[config.mk]
export PLATFORM = sky130hd
export DESIGN_NAME = welford_running_variance_top
export DESIGN_NICKNAME = d
export VERILOG_FILES = /design/src/rtl/core/welf_pkg.sv /design/src/rtl/core/welf_div.sv /design/src/rtl/core/welf_mul.sv /design/src/rtl/core/welford_running_variance_top.sv
export SDC_FILE = /design/constraint.sdc
export NUM_CORES = 2
export LEC_CHECK = 0
export BUFFER_PORTS_ARGS = -buffer_cell sky130_fd_sc_hd__buf_2
export CAP_MARGIN = 20
export CORE_MARGIN = 2
export CORE_UTILIZATION = 50
export DETAILED_ROUTE_END_ITERATION = 12
export GPL_ROUTABILITY_DRIVEN = 0
export PLACE_DENSITY = 0.68
export SYNTH_ARGS = -nofsm -noshare
export SYNTH_HDL_FRONTEND = slang
export SYNTH_SLANG_ARGS = --single-unit
export TNS_END_PERCENT = 5
[constraint.sdc]
create_clock -name clk -period 6.9 [get_ports clk]
set_clock_uncertainty 0.15 [all_clocks]
set_input_delay 0.69 -clock clk [delete_from_list [all_inputs] [get_ports clk]]
set_output_delay 0.69 -clock clk [all_outputs]
set_load 0.05 [all_outputs]
[src/rtl/core/welf_pkg.sv]
// Shared constants and request and result types for the running variance block.
`default_nettype none

package welf_pkg;

    // Field and data path widths
    localparam int SAMPLE_W   = 32;
    localparam int DATA_W     = 64;
    localparam int COUNT_W    = 16;
    localparam int FRAC_SHIFT = 16;
    localparam int OUT_TDATA_W = 88;

    // Largest number of samples kept in one set
    localparam int MAX_SAMPLES = 65535;

    // Divider: two quotient bits per cycle
    localparam int DIV_DIGIT_W = 2;
    localparam int DIV_STEPS   = DATA_W / DIV_DIGIT_W;
    localparam int DIV_CNT_W   = $clog2(DIV_STEPS);

    // Multiplier: one four-bit digit of the serial operand per cycle
    localparam int MUL_DIGIT_W = 4;
    localparam int MUL_STEPS   = DATA_W / MUL_DIGIT_W;
    localparam int MUL_CNT_W   = $clog2(MUL_STEPS);
    localparam int MUL_SUM_W   = DATA_W + MUL_DIGIT_W;

    // Division request: dividend over a count-sized divisor
    typedef struct packed {
        logic                 start;
        logic [DATA_W-1:0]    dividend;
        logic [COUNT_W-1:0]   divisor;
    } div_req_t;

    // Multiplication request: parallel operand times serial operand
    typedef struct packed {
        logic                 start;
        logic [DATA_W-1:0]    par_op;
        logic [DATA_W-1:0]    ser_op;
    } mul_req_t;

    // Multiplication result: product shifted down by 32, with saturation flag
    typedef struct packed {
        logic                 done;
        logic                 sat;
        logic [DATA_W-1:0]    term;
    } mul_res_t;

endpackage

`default_nettype wire

[src/rtl/core/welf_div.sv]
// Digit-serial restoring divider, two quotient bits per cycle.
`default_nettype none

module welf_div
(
    input  wire logic                        clk,
    input  wire logic                        rst_n,
    input  wire welf_pkg::div_req_t          req,
    output logic                             done,
    output logic [welf_pkg::DATA_W-1:0]      quotient
);
    import welf_pkg::*;

    logic                  busy_reg, busy_next;
    logic                  done_reg, done_next;
    logic [DIV_CNT_W-1:0]  cnt_reg, cnt_next;
    logic [DATA_W-1:0]     work_reg, work_next;
    logic [COUNT_W-1:0]    rem_reg, rem_next;
    logic [COUNT_W-1:0]    dvs_reg, dvs_next;

    logic [COUNT_W:0]      r1, r2, diff1, diff2;
    logic                  ge1, ge2;
    logic [COUNT_W-1:0]    rem1, rem2;

    // Two restoring steps: shift in the next dividend bit, subtract if it fits
    always_comb
    begin
        r1    = {rem_reg, work_reg[DATA_W-1]};
        diff1 = r1 - {1'b0, dvs_reg};
        ge1   = (r1 >= {1'b0, dvs_reg});
        rem1  = ge1 ? diff1[COUNT_W-1:0] : r1[COUNT_W-1:0];
        r2    = {rem1, work_reg[DATA_W-2]};
        diff2 = r2 - {1'b0, dvs_reg};
        ge2   = (r2 >= {1'b0, dvs_reg});
        rem2  = ge2 ? diff2[COUNT_W-1:0] : r2[COUNT_W-1:0];
    end

    // Load on a request, then advance one digit per cycle
    always_comb
    begin
        busy_next = busy_reg;
        done_next = 1'b0;
        cnt_next  = cnt_reg;
        work_next = work_reg;
        rem_next  = rem_reg;
        dvs_next  = dvs_reg;
        if (req.start)
        begin
            busy_next = 1'b1;
            cnt_next  = '0;
            work_next = req.dividend;
            rem_next  = '0;
            dvs_next  = req.divisor;
        end
        else if (busy_reg)
        begin
            work_next = {work_reg[DATA_W-3:0], ge1, ge2};
            rem_next  = rem2;
            cnt_next  = cnt_reg + 1'b1;
            if (cnt_reg == DIV_CNT_W'(DIV_STEPS - 1))
            begin
                busy_next = 1'b0;
                done_next = 1'b1;
            end
        end
    end

    // Hold control state under reset
    always_ff @(posedge clk or negedge rst_n)
    begin
        if (!rst_n)
        begin
            busy_reg <= 1'b0;
            done_reg <= 1'b0;
            cnt_reg  <= '0;
        end
        else
        begin
            busy_reg <= busy_next;
            done_reg <= done_next;
            cnt_reg  <= cnt_next;
        end
    end

    // Payload registers
    always_ff @(posedge clk)
    begin
        work_reg <= work_next;
        rem_reg  <= rem_next;
        dvs_reg  <= dvs_next;
    end

    assign done     = done_reg;
    assign quotient = work_reg;

    // A finished division never overlaps a running one
    a_done_idle: assert property (@(posedge clk) disable iff (!rst_n)
        done_reg |-> !busy_reg)
        else $error("divider reports done while still busy");

    // The remainder stays below the divisor while iterating
    a_rem_range: assert property (@(posedge clk) disable iff (!rst_n)
        busy_reg |-> (rem_reg < dvs_reg))
        else $error("divider remainder out of range");

    // A run started on an idle divider ends with done once all its steps are through
    a_run_len: assert property (@(posedge clk) disable iff (!rst_n)
        (req.start && !busy_reg) |=> ##(DIV_STEPS) done_reg)
        else $error("divider run length wrong");

endmodule

`default_nettype wire

[src/rtl/core/welf_mul.sv]
// Digit-serial multiplier, four bits of the serial operand per cycle.
`default_nettype none

module welf_mul
(
    input  wire logic                  clk,
    input  wire logic                  rst_n,
    input  wire welf_pkg::mul_req_t    req,
    output welf_pkg::mul_res_t         res
);
    import welf_pkg::*;

    logic                   busy_reg, busy_next;
    logic                   done_reg, done_next;
    logic [MUL_CNT_W-1:0]   cnt_reg, cnt_next;
    logic [DATA_W-1:0]      par_reg, par_next;
    logic [DATA_W-1:0]      ser_reg, ser_next;
    logic [DATA_W-1:0]      acc_reg, acc_next;
    logic [31:0]            low_reg, low_next;

    logic [MUL_SUM_W-1:0]   part;
    logic [MUL_SUM_W-1:0]   sum;

    // Add one partial product to the running high part
    always_comb
    begin
        part = MUL_SUM_W'(par_reg) * MUL_SUM_W'(ser_reg[MUL_DIGIT_W-1:0]);
        sum  = MUL_SUM_W'(acc_reg) + part;
    end

    // Load on a request, then shift one digit per cycle
    always_comb
    begin
        busy_next = busy_reg;
        done_next = 1'b0;
        cnt_next  = cnt_reg;
        par_next  = par_reg;
        ser_next  = ser_reg;
        acc_next  = acc_reg;
        low_next  = low_reg;
        if (req.start)
        begin
            busy_next = 1'b1;
            cnt_next  = '0;
            par_next  = req.par_op;
            ser_next  = req.ser_op;
            acc_next  = '0;
            low_next  = '0;
        end
        else if (busy_reg)
        begin
            acc_next = sum[MUL_SUM_W-1:MUL_DIGIT_W];
            low_next = {sum[MUL_DIGIT_W-1:0], low_reg[31:MUL_DIGIT_W]};
            ser_next = {{MUL_DIGIT_W{1'b0}}, ser_reg[DATA_W-1:MUL_DIGIT_W]};
            cnt_next = cnt_reg + 1'b1;
            if (cnt_reg == MUL_CNT_W'(MUL_STEPS - 1))
            begin
                busy_next = 1'b0;
                done_next = 1'b1;
            end
        end
    end

    // Hold control state under reset
    always_ff @(posedge clk or negedge rst_n)
    begin
        if (!rst_n)
        begin
            busy_reg <= 1'b0;
            done_reg <= 1'b0;
            cnt_reg  <= '0;
        end
        else
        begin
            busy_reg <= busy_next;
            done_reg <= done_next;
            cnt_reg  <= cnt_next;
        end
    end

    // Payload registers
    always_ff @(posedge clk)
    begin
        par_reg <= par_next;
        ser_reg <= ser_next;
        acc_reg <= acc_next;
        low_reg <= low_next;
    end

    // Product bits 95..32; anything above bit 95 saturates
    assign res.done = done_reg;
    assign res.sat  = |acc_reg[DATA_W-1:32];
    assign res.term = {acc_reg[31:0], low_reg};

endmodule

`default_nettype wire

[src/rtl/core/welford_running_variance_top.sv]
// Running sample variance over sets of signed Q15.16 samples.
//
// Samples arrive on the s_ channel; s_tlast marks the last sample of a set.
// Each set yields one request on the m_ channel with the unbiased variance
// (Q32.32, saturating), the number of samples kept and an overflow flag.
// An accepted sample occupies the block while it passes through: a
// two-bit-per-cycle divider forms delta over the new count, then a four-bit
// digit multiplier forms the squared-deviation term. A sample marked last
// adds a second pass of the divider, unless the sum has saturated or at
// most one sample was kept, before its result is emitted. A sample beyond
// the set limit is dropped and sets the overflow flag.
// The result waits in an output register; the block goes on accepting the
// next set while it waits, and stalls only when a further result is ready
// before the previous one has been taken. Reset clears the count, mean,
// sum and flag and empties the output register.
`default_nettype none

module welford_running_variance_top
(
    input  wire logic                                clk,
    input  wire logic                                rst_n,
    input  wire logic                                s_tvalid,
    output logic                                     s_tready,
    input  wire logic [welf_pkg::SAMPLE_W-1:0]       s_tdata,  // [31:0] sample
    input  wire logic                                s_tlast,  // is_last
    output logic                                     m_tvalid,
    input  wire logic                                m_tready,
    output logic [welf_pkg::OUT_TDATA_W-1:0]         m_tdata   // [63:0] variance,
                                                               // [79:64] sample_count,
                                                               // [80] overflow
);
    import welf_pkg::*;

    typedef enum logic [9:0] {
        ST_IDLE = 10'b0000000001,
        ST_SUB  = 10'b0000000010,
        ST_ABS  = 10'b0000000100,
        ST_DIV  = 10'b0000001000,
        ST_MEAN = 10'b0000010000,
        ST_MUL  = 10'b0000100000,
        ST_ACC  = 10'b0001000000,
        ST_FIN  = 10'b0010000000,
        ST_FDIV = 10'b0100000000,
        ST_EMIT = 10'b1000000000
    } state_t;

    localparam logic [DATA_W-1:0] ALL_ONES = '1;

    state_t                 state_reg, state_next;
    logic [COUNT_W-1:0]     count_reg, count_next;
    logic [DATA_W-1:0]      mean_reg, mean_next;
    logic [DATA_W-1:0]      sum_reg, sum_next;
    logic                   ovf_reg, ovf_next;
    logic                   last_reg, last_next;
    logic [DATA_W-1:0]      xs_reg, xs_next;
    logic [DATA_W-1:0]      delta_reg, delta_next;
    logic [DATA_W-1:0]      dmag_reg, dmag_next;
    logic [DATA_W-1:0]      var_reg, var_next;
    logic                   mvalid_reg, mvalid_next;
    logic [DATA_W-1:0]      ovar_reg, ovar_next;
    logic [COUNT_W-1:0]     ocnt_reg, ocnt_next;
    logic                   oovf_reg, oovf_next;

    div_req_t               div_req;
    logic                   div_done;
    logic [DATA_W-1:0]      div_quo;
    mul_req_t               mul_req;
    mul_res_t               mul_res;

    logic                   in_take;
    logic                   emit_load;
    logic [DATA_W-1:0]      abs_delta;
    logic [DATA_W:0]        acc_sum;

    welf_div u_div
    (
        .clk      (clk),
        .rst_n    (rst_n),
        .req      (div_req),
        .done     (div_done),
        .quotient (div_quo)
    );

    welf_mul u_mul
    (
        .clk   (clk),
        .rst_n (rst_n),
        .req   (mul_req),
        .res   (mul_res)
    );

    assign s_tready  = (state_reg == ST_IDLE);
    assign in_take   = s_tvalid && s_tready;
    assign emit_load = (state_reg == ST_EMIT) && (!mvalid_reg || m_tready);

    // Magnitude of delta and the saturating sum update
    always_comb
    begin
        abs_delta = delta_reg[DATA_W-1] ? (~delta_reg + 1'b1) : delta_reg;
        acc_sum   = {1'b0, sum_reg} + {1'b0, mul_res.term};
    end

    // Sequence one sample through divide, multiply and accumulate; finish and emit each set
    always_comb
    begin
        state_next  = state_reg;
        count_next  = count_reg;
        mean_next   = mean_reg;
        sum_next    = sum_reg;
        ovf_next    = ovf_reg;
        last_next   = last_reg;
        xs_next     = xs_reg;
        delta_next  = delta_reg;
        dmag_next   = dmag_reg;
        var_next    = var_reg;
        mvalid_next = mvalid_reg;
        ovar_next   = ovar_reg;
        ocnt_next   = ocnt_reg;
        oovf_next   = oovf_reg;
        div_req     = '0;
        mul_req     = '0;

        // Drop the output request once taken
        if (mvalid_reg && m_tready)
        begin
            mvalid_next = 1'b0;
        end

        case (state_reg)
            ST_IDLE:
            begin
                if (in_take)
                begin
                    last_next = s_tlast;
                    xs_next   = {{(DATA_W-SAMPLE_W-FRAC_SHIFT){s_tdata[SAMPLE_W-1]}},
                                 s_tdata, {FRAC_SHIFT{1'b0}}};
                    if (count_reg >= COUNT_W'(MAX_SAMPLES))
                    begin
                        ovf_next   = 1'b1;
                        state_next = s_tlast ? ST_FIN : ST_IDLE;
                    end
                    else
                    begin
                        state_next = ST_SUB;
                    end
                end
            end
            ST_SUB:
            begin
                delta_next = xs_reg - mean_reg;
                state_next = ST_ABS;
            end
            ST_ABS:
            begin
                dmag_next        = abs_delta;
                div_req.start    = 1'b1;
                div_req.dividend = abs_delta;
                div_req.divisor  = count_reg + 1'b1;
                state_next       = ST_DIV;
            end
            ST_DIV:
            begin
                if (div_done)
                begin
                    state_next = ST_MEAN;
                end
            end
            ST_MEAN:
            begin
                mean_next = delta_reg[DATA_W-1] ? (mean_reg - div_quo)
                                                : (mean_reg + div_quo);
                mul_req.start  = 1'b1;
                mul_req.par_op = dmag_reg;
                mul_req.ser_op = dmag_reg - div_quo;
                count_next     = count_reg + 1'b1;
                state_next     = ST_MUL;
            end
            ST_MUL:
            begin
                if (mul_res.done)
                begin
                    state_next = ST_ACC;
                end
            end
            ST_ACC:
            begin
                if (mul_res.sat || acc_sum[DATA_W])
                begin
                    sum_next = ALL_ONES;
                    ovf_next = 1'b1;
                end
                else
                begin
                    sum_next = acc_sum[DATA_W-1:0];
                end
                state_next = last_reg ? ST_FIN : ST_IDLE;
            end
            ST_FIN:
            begin
                if (sum_reg == ALL_ONES)
                begin
                    var_next   = ALL_ONES;
                    state_next = ST_EMIT;
                end
                else if (count_reg > COUNT_W'(1))
                begin
                    div_req.start    = 1'b1;
                    div_req.dividend = sum_reg;
                    div_req.divisor  = count_reg - 1'b1;
                    state_next       = ST_FDIV;
                end
                else
                begin
                    var_next   = sum_reg;
                    state_next = ST_EMIT;
                end
            end
            ST_FDIV:
            begin
                if (div_done)
                begin
                    var_next   = div_quo;
                    state_next = ST_EMIT;
                end
            end
            ST_EMIT:
            begin
                // Load the output register once free, and clear the set
                if (emit_load)
                begin
                    mvalid_next = 1'b1;
                    ovar_next   = var_reg;
                    ocnt_next   = count_reg;
                    oovf_next   = ovf_reg;
                    count_next  = '0;
                    mean_next   = '0;
                    sum_next    = '0;
                    ovf_next    = 1'b0;
                    state_next  = ST_IDLE;
                end
            end
            default:
            begin
                state_next = ST_IDLE;
            end
        endcase
    end

    // Control and set state, cleared by reset
    always_ff @(posedge clk or negedge rst_n)
    begin
        if (!rst_n)
        begin
            state_reg  <= ST_IDLE;
            count_reg  <= '0;
            mean_reg   <= '0;
            sum_reg    <= '0;
            ovf_reg    <= 1'b0;
            mvalid_reg <= 1'b0;
        end
        else
        begin
            state_reg  <= state_next;
            count_reg  <= count_next;
            mean_reg   <= mean_next;
            sum_reg    <= sum_next;
            ovf_reg    <= ovf_next;
            mvalid_reg <= mvalid_next;
        end
    end

    // Payload registers
    always_ff @(posedge clk)
    begin
        last_reg  <= last_next;
        xs_reg    <= xs_next;
        delta_reg <= delta_next;
        dmag_reg  <= dmag_next;
        var_reg   <= var_next;
        ovar_reg  <= ovar_next;
        ocnt_reg  <= ocnt_next;
        oovf_reg  <= oovf_next;
    end

    assign m_tvalid = mvalid_reg;
    assign m_tdata  = {{(OUT_TDATA_W-DATA_W-COUNT_W-1){1'b0}}, oovf_reg, ocnt_reg, ovar_reg};

    // The divider only finishes while the sequencer waits for it
    a_div_wait: assert property (@(posedge clk) disable iff (!rst_n)
        div_done |-> (state_reg == ST_DIV || state_reg == ST_FDIV))
        else $error("divider finished outside a divide wait");

    // The multiplier only finishes while the sequencer waits for it
    a_mul_wait: assert property (@(posedge clk) disable iff (!rst_n)
        mul_res.done |-> (state_reg == ST_MUL))
        else $error("multiplier finished outside the multiply wait");

    // Emitting a result starts a fresh set
    a_emit_clear: assert property (@(posedge clk) disable iff (!rst_n)
        emit_load |=> (count_reg == '0 && sum_reg == '0 && !ovf_reg && mvalid_reg))
        else $error("set state not cleared after emitting");

endmodule

`default_nettype wire
* After elaboration in Yosys (flattened, before gate mapping)
Cells that the tools add are included.
** Word-level totals
- Input bits :: 37
- Register bits :: 795
- Word-level logic and storage cells :: 144
- Output and inout port bits :: 90
** Operators by class
- Reduce and logical (&&, ||, !) cells :: 20
- Equal/unequal tests :: 21
- Bitwise logic cells :: 1
- $lt $le $gt $ge :: 4
- Muxes and demuxes :: 57
- Multiply operators :: 1
- Add/subtract/negate cells :: 13
** Operator list (count)
- 2-to-1 mux 64 bit :: 11
- one-hot mux 64 bit (2 select lines) :: 3
- subtractor 64 bit :: 3
- 2-to-1 mux 81 bit :: 2
- one-hot mux 81 bit (2 select lines) :: 1
- 2-to-1 mux 129 bit :: 1
- one-hot mux 10 bit (10 select lines) :: 1
- 2-to-1 mux 10 bit :: 7
- adder 64 x 68 -> 68 bit :: 1
- multiplier 64 x 4 -> 68 bit :: 1
- adder 64 x 64 -> 65 bit :: 1
- adder 64 x 1 -> 64 bit (second input constant) :: 1
- adder 64 bit :: 1
- equality test 64 bit (second input constant) :: 1
- NOT 64 bit :: 1
- 2-to-1 mux 16 bit :: 3
- >= comparator 17 x 16 -> 1 bit :: 2
- one-hot mux 16 bit (2 select lines) :: 1
- OR reduction 32 bit :: 1
- subtractor 16 bit :: 2
- 2-to-1 mux 8 bit :: 3
- 2-to-1 mux 1 bit :: 19
- adder 16 x 1 -> 16 bit (second input constant) :: 1
- >= comparator 16 bit (second input constant) :: 1
- other kinds (30) :: 48

* Longest topological paths before layout
- Depth in word-level cells :: 5
- Depth in mapped cells :: 26
- Mapped depth without buffers :: 23

* Hierarchy
A second synthesis with hierarchy kept.
** Second synthesis, totals
- Cells, all modules :: 6347
- Area, all modules :: 60197.7 sq um
** Modules (own cells, without submodules)
- welford_running_variance_top :: seq. area each 13093.8 sq um, area an instance 34963.5 sq um, cells each 3883, times used 1
- welf_mul :: seq. area each 5915.7 sq um, area an instance 19209.7 sq um, cells each 1950, times used 1
- welf_div :: seq. area each 2897.8 sq um, area an instance 6024.5 sq um, cells each 514, times used 1

* Worst setup path before layout
No wires, ideal clock.
- Path type :: register to register
- Start :: register state_reg[3]
- End :: register state_reg[0]
- Arrival time :: 6.675 ns
- Library setup time :: 0.077 ns
- Period minus slack after synthesis :: 6.902 ns
- Required time :: 6.673 ns
- Slack :: -0.002 ns
- Buffers on the path :: 0
- Stages on the path, launching flop included :: 8
- Cells stage by stage :: dfrtp_1 > nor4_1 > nand2_1 > or3_1 > nor3b_1 > nor4b_1 > a41o_1 > o21a_1
** On the way
- Longest elaborated chain between the ends :: 4
- Elaborated cells on any way between the ends :: 19
- Classes of those cells :: eq/ne (15); mux (1); reduce/logical (3)
** Ends and longest elaborated chain
- from (decl) :: RTL line welford_running_variance_top.sv:49 : state_t state_reg, state_next;
- from (signal assigned) :: RTL line welford_running_variance_top.sv:263 : state_reg <= state_next;
- equality test 10 bit or equality test 10 x 1 -> 1 bit (tied branches) :: RTL line welford_running_variance_top.sv:94, welford_running_variance_top.sv:129, welford_running_variance_top.sv:92
- logical AND 1 bit (on tied branches) :: RTL line welford_running_variance_top.sv:94, welford_running_variance_top.sv:93
- != test 2 bit (no source line) or != test 2 x 1 -> 1 bit (tied branches)
- AND reduction 5 bit (no source line)
Parallel ways exist; a longest one is shown, timed or not.
A chain may end at the register's enable or synchronous reset.

* Final worst setup path
- Start :: register u_mul.ser_reg[1]
- End :: register u_mul.acc_reg[60]
** On the way
- Longest elaborated chain between the ends :: 2
** Ends and longest elaborated chain
- from (decl) :: RTL line welf_mul.sv:17 : logic [DATA_W-1:0] ser_reg, ser_next;
- from (signal assigned) :: RTL line welf_mul.sv:85 : ser_reg <= ser_next;
- multiplier 64 x 4 -> 68 bit :: RTL line welf_mul.sv:27 : part = MUL_SUM_W'(par_reg) * MUL_SUM_W'(ser_reg[MUL_DIGIT_W-1:0]);
- adder 64 x 68 -> 68 bit :: RTL line welf_mul.sv:28 : sum = MUL_SUM_W'(acc_reg) + part;
- to (signal assigned) :: RTL line welf_mul.sv:86 : acc_reg <= acc_next;
- to (decl) :: RTL line welf_mul.sv:18 : logic [DATA_W-1:0] acc_reg, acc_next;
No other way between the ends.

==> flow_metrics.env <==
export IMPL_area_delta_synth_final_pct=8.932
export IMPL_cts_sinks=795
export IMPL_cpMostUsedCell="fa_1"
export IMPL_grt_max_degree=132
export IMPL_htreeDepth=3
export IMPL_path_cells="buf_4 -> and2_1 -> fa_1 -> fa_1 -> inv_1 -> fa_1 -> inv_1 -> ha_1 -> a21o_1 -> o21bai_1 -> a221o_1 -> a21oi_1 -> o221ai_1 -> a31oi_1 -> buf_4 -> o221ai_1 -> o221a_2 -> a221oi_1 -> xor2_1 -> o22ai_1"
export IMPL_path_clk_slew_ps=60
export IMPL_hold_ws_ps=32.66
export IMPL_fmax_mhz=161.0
export IMPL_first_pass_iters=6
export IMPL_ios=127
export IMPL_synth_ff_type="edfxtp_1"
export IMPL_cp_required_ps=7280
export IMPL_crit_slowest_cell="edfxtp_1"
export IMPL_yosys_warnings=0
export IMPL_relSlewSlack=0.3001
export IMPL_rsz0062_at_grt="no"
export IMPL_antenna_found_initial=4
export IMPL_critical_path_peak_fanout=45
export IMPL_cts_resized_gates=0
export IMPL_tritoncts="done"
export IMPL_path_class="register to register"
export IMPL_slew_viol_final=0
export IMPL_status="complete, no violations"
export IMPL_viasPerCell=5.979
export IMPL_cp_arrival_ps=6590
export IMPL_yosys_cell_types_count=91
export IMPL_dieArea_um2=118400
export IMPL_ant_nets=0
export IMPL_grt_usage=0.2739
export IMPL_pre_cts_ws_ps=741.7
export IMPL_root_buffer="clkbuf_16"
export IMPL_wl_per_cell_um=21.01
export IMPL_start_util=0.5049
export IMPL_die_w_um=344.0
export IMPL_dieHeight_um=344.0
export IMPL_synth_edf_count=514
export IMPL_drv_cap=0
export IMPL_path_buf_inv=4
export IMPL_syn_area_um2=57810
export IMPL_fin_nets=6792
export IMPL_grt_pass1_wl_mm=252.5
export IMPL_dp_hpwl_mm=124.4
export IMPL_clock_path_buffers=3
export IMPL_final_common_cell="nand2_1"
export IMPL_via_count=46640
export IMPL_ys_seq_area_frac=0.3790
export IMPL_async_flop_share=0.2126
export IMPL_period_needed_ps=6210
export IMPL_drive_above_1_share=0.06140
export IMPL_nFillCells=10160
export IMPL_setup_ws_ps=689.8
export IMPL_core_area_um2=114500
export IMPL_io_buffers=119
export IMPL_ir_drop_uv=279.2
export IMPL_dr_first_iter_drc_count=4663
export IMPL_final_hold_viol_count=0
export IMPL_drc=0
export IMPL_setup_viol=0
export IMPL_syn_avg_cell_area_um2=9.321
export IMPL_hold_class="primary input to register"
export IMPL_fin_tns_setup_ps=0
export IMPL_grt_pass1_vias=44120
export IMPL_syn_inst=6202
export IMPL_p_leak_nw=26.80
export IMPL_p_per_area_nw_per_um2=502.3
export IMPL_numCtsBuffers=90
export IMPL_rows=124
export IMPL_endpoint_kind="register"
export IMPL_path_delay_family="compound AO/OA/AOI/OAI gates"
export IMPL_drt_wl_total_mm=163.9
export IMPL_max_stage_delay_ps=740
export IMPL_clk_latency_ps=710
export IMPL_worst_pin_slew_ps=1046
export IMPL_cp_start_kind="register"
export IMPL_finalCritPeriodShare=0.9000
export IMPL_ys_ff_latch=795
export IMPL_grt_remaining_overflow=0
export IMPL_final_cell_mix="nand2_1 (603), edfxtp_1 (514), inv_1 (504), o21ai_0 (459), a21oi_1 (433)"
-- cell usage after synthesis, types with 11 or more instances --
cell | n | area (um^2)
or2_2 | 11 | 68.82
nand3_1 | 118 | 590.6
a32o_1 | 11 | 110.1
a211oi_1 | 29 | 217.7
o211ai_1 | 20 | 150.1
o31a_1 | 11 | 96.34
o21bai_1 | 56 | 420.4
mux2i_1 | 96 | 960.9
and4_1 | 17 | 148.9
dfrtp_1 | 168 | 4204
a31oi_1 | 91 | 569.3
o21ai_0 | 460 | 2302
mux2_2 | 18 | 202.7
a21o_1 | 205 | 1539
nor2_1 | 329 | 1235
clkbuf_1 | 249 | 934.7
dfxtp_1 | 112 | 2242
nor4_1 | 46 | 287.8
a221oi_1 | 19 | 166.4
o31ai_1 | 51 | 382.9
o41ai_1 | 15 | 131.4
buf_1 | 14 | 52.55
a41oi_1 | 18 | 157.7
or3_1 | 26 | 162.7
a22oi_1 | 67 | 503.0
nand4_1 | 74 | 462.9
edfxtp_1 | 514 | 15430
ha_1 | 354 | 4429
nor3_1 | 76 | 380.4
and2_1 | 335 | 2096
nand2b_1 | 38 | 237.7
o21a_1 | 47 | 352.8
nand2_1 | 606 | 2275
inv_1 | 507 | 1903
xnor2_1 | 304 | 2663
a21oi_1 | 433 | 2167
nor2b_1 | 54 | 337.8
a21boi_0 | 15 | 112.6
and3_1 | 55 | 344.1
fa_1 | 192 | 3844
o22ai_1 | 30 | 187.7
or4_1 | 25 | 187.7
xor2_1 | 126 | 1104
nor3b_1 | 14 | 105.1
-- metal layers --
metal | routed length, um | part of all wire | track usage | vias up
met2 | 69530 | 0.42 | 0.4050 | 1908
met4 | 6649 | 0.041 | 0.1078 | 0
met1 | 72900 | 0.44 | 0.3992 | 22390
met3 | 14820 | 0.090 | 0.04762 | 297
met5 | 0 | 0 | 0 | -
li1 | - | - | - | 22050
-- final cells by class --
type | count | area (um^2) | area share
multi-input cells | 4628 | 32980 | 0.5237
flip-flops and latches | 795 | 21910 | 0.3479
well taps | 1512 | 1892 | 0.03004
clock buffers | 117 | 2506 | 0.03980
inverters | 508 | 1921 | 0.03050
clock inverters | 53 | 553.0 | 0.008782
repair buffers | 186 | 1207 | 0.01917
diodes | 2 | 5.005 | 0.00007948
-- power breakdown --
group	total (mW)	internal, mW	switching (mW)
Clock	4.96	2.85	2.11
Combinational	19.3	7.88	11.4
Sequential	7.39	6.29	1.10
Total	31.6	17.0	14.6
-- worst reg2reg max path, delay by kind of cell (launching register included) --
family                   cells  cell delay (ps)
AND/OR/NAND/NOR              1              230
buffers and inverters        4              750
AO/OA/AOI/OAI               10             2150
XOR/XNOR                     1              170
adder cells (fa/ha/maj)      4             1880
flip-flops                   1              740
-- cell families after synthesis --
group	after synthesis	share of synthesized area
xor gates and xnor gates	430	0.06515
other	1	0.00006487
DFF	795	0.3790
muxes	114	0.02013
and+or+nand+nor	1865	0.1609
AOI/OAI and AO/OA	1666	0.1797
adders and majority gates	546	0.1431
buffers and inverters	785	0.05199
-- through the flow --
stage | instance area (um^2) | utilization | cells | total power, mW
4_1_cts | 62940 | 0.5497 | 7798 | 31.31
3_5_place_dp | 59700 | 0.5214 | 7610 | 26.19
2_1_floorplan | 57840 | - | 6208 | 21.78
6_report | 62970 | 0.5500 | 7801 | 31.63
3_3_place_gp | 59700 | 0.5214 | 7610 | 25.87
5_1_grt | 62970 | 0.5499 | 7799 | 34.05
-- what timing repair did --
item                       4_1_cts  5_1_grt
hold endpoints to repair        79        0
setup buffers                    0        0
setup endpoints to repair        0        0
hold buffers                    18        0
-- final timing paths --
| check | start | endpoint | slack, ps | cells after the start |
|---|---|---|---|---|
| worst max register to register | u_mul.ser_reg[1]$_DFFE_PP_ | u_mul.acc_reg[60]$_SDFFE_PP0P_ | 690 | 20 |
| min in group asynchronous | rst_n | count_reg[10]$_DFFE_PN0P_ | 480 | 2 |
| worst min register to register | var_reg[35]$_DFFE_PP_ | ovar_reg[35]$_DFFE_PP_ | 270 | 0 |
| max in group asynchronous | rst_n | mean_reg[46]$_DFFE_PN0P_ | 4690 | 3 |
| worst max-delay path | u_mul.ser_reg[1]$_DFFE_PP_ | u_mul.acc_reg[60]$_SDFFE_PP0P_ | 690 | 20 |
| worst min-delay path | s_tdata[17] | xs_reg[33]$_DFFE_PP_ | 30 | 1 |
Power figures use the tool's default switching activity.
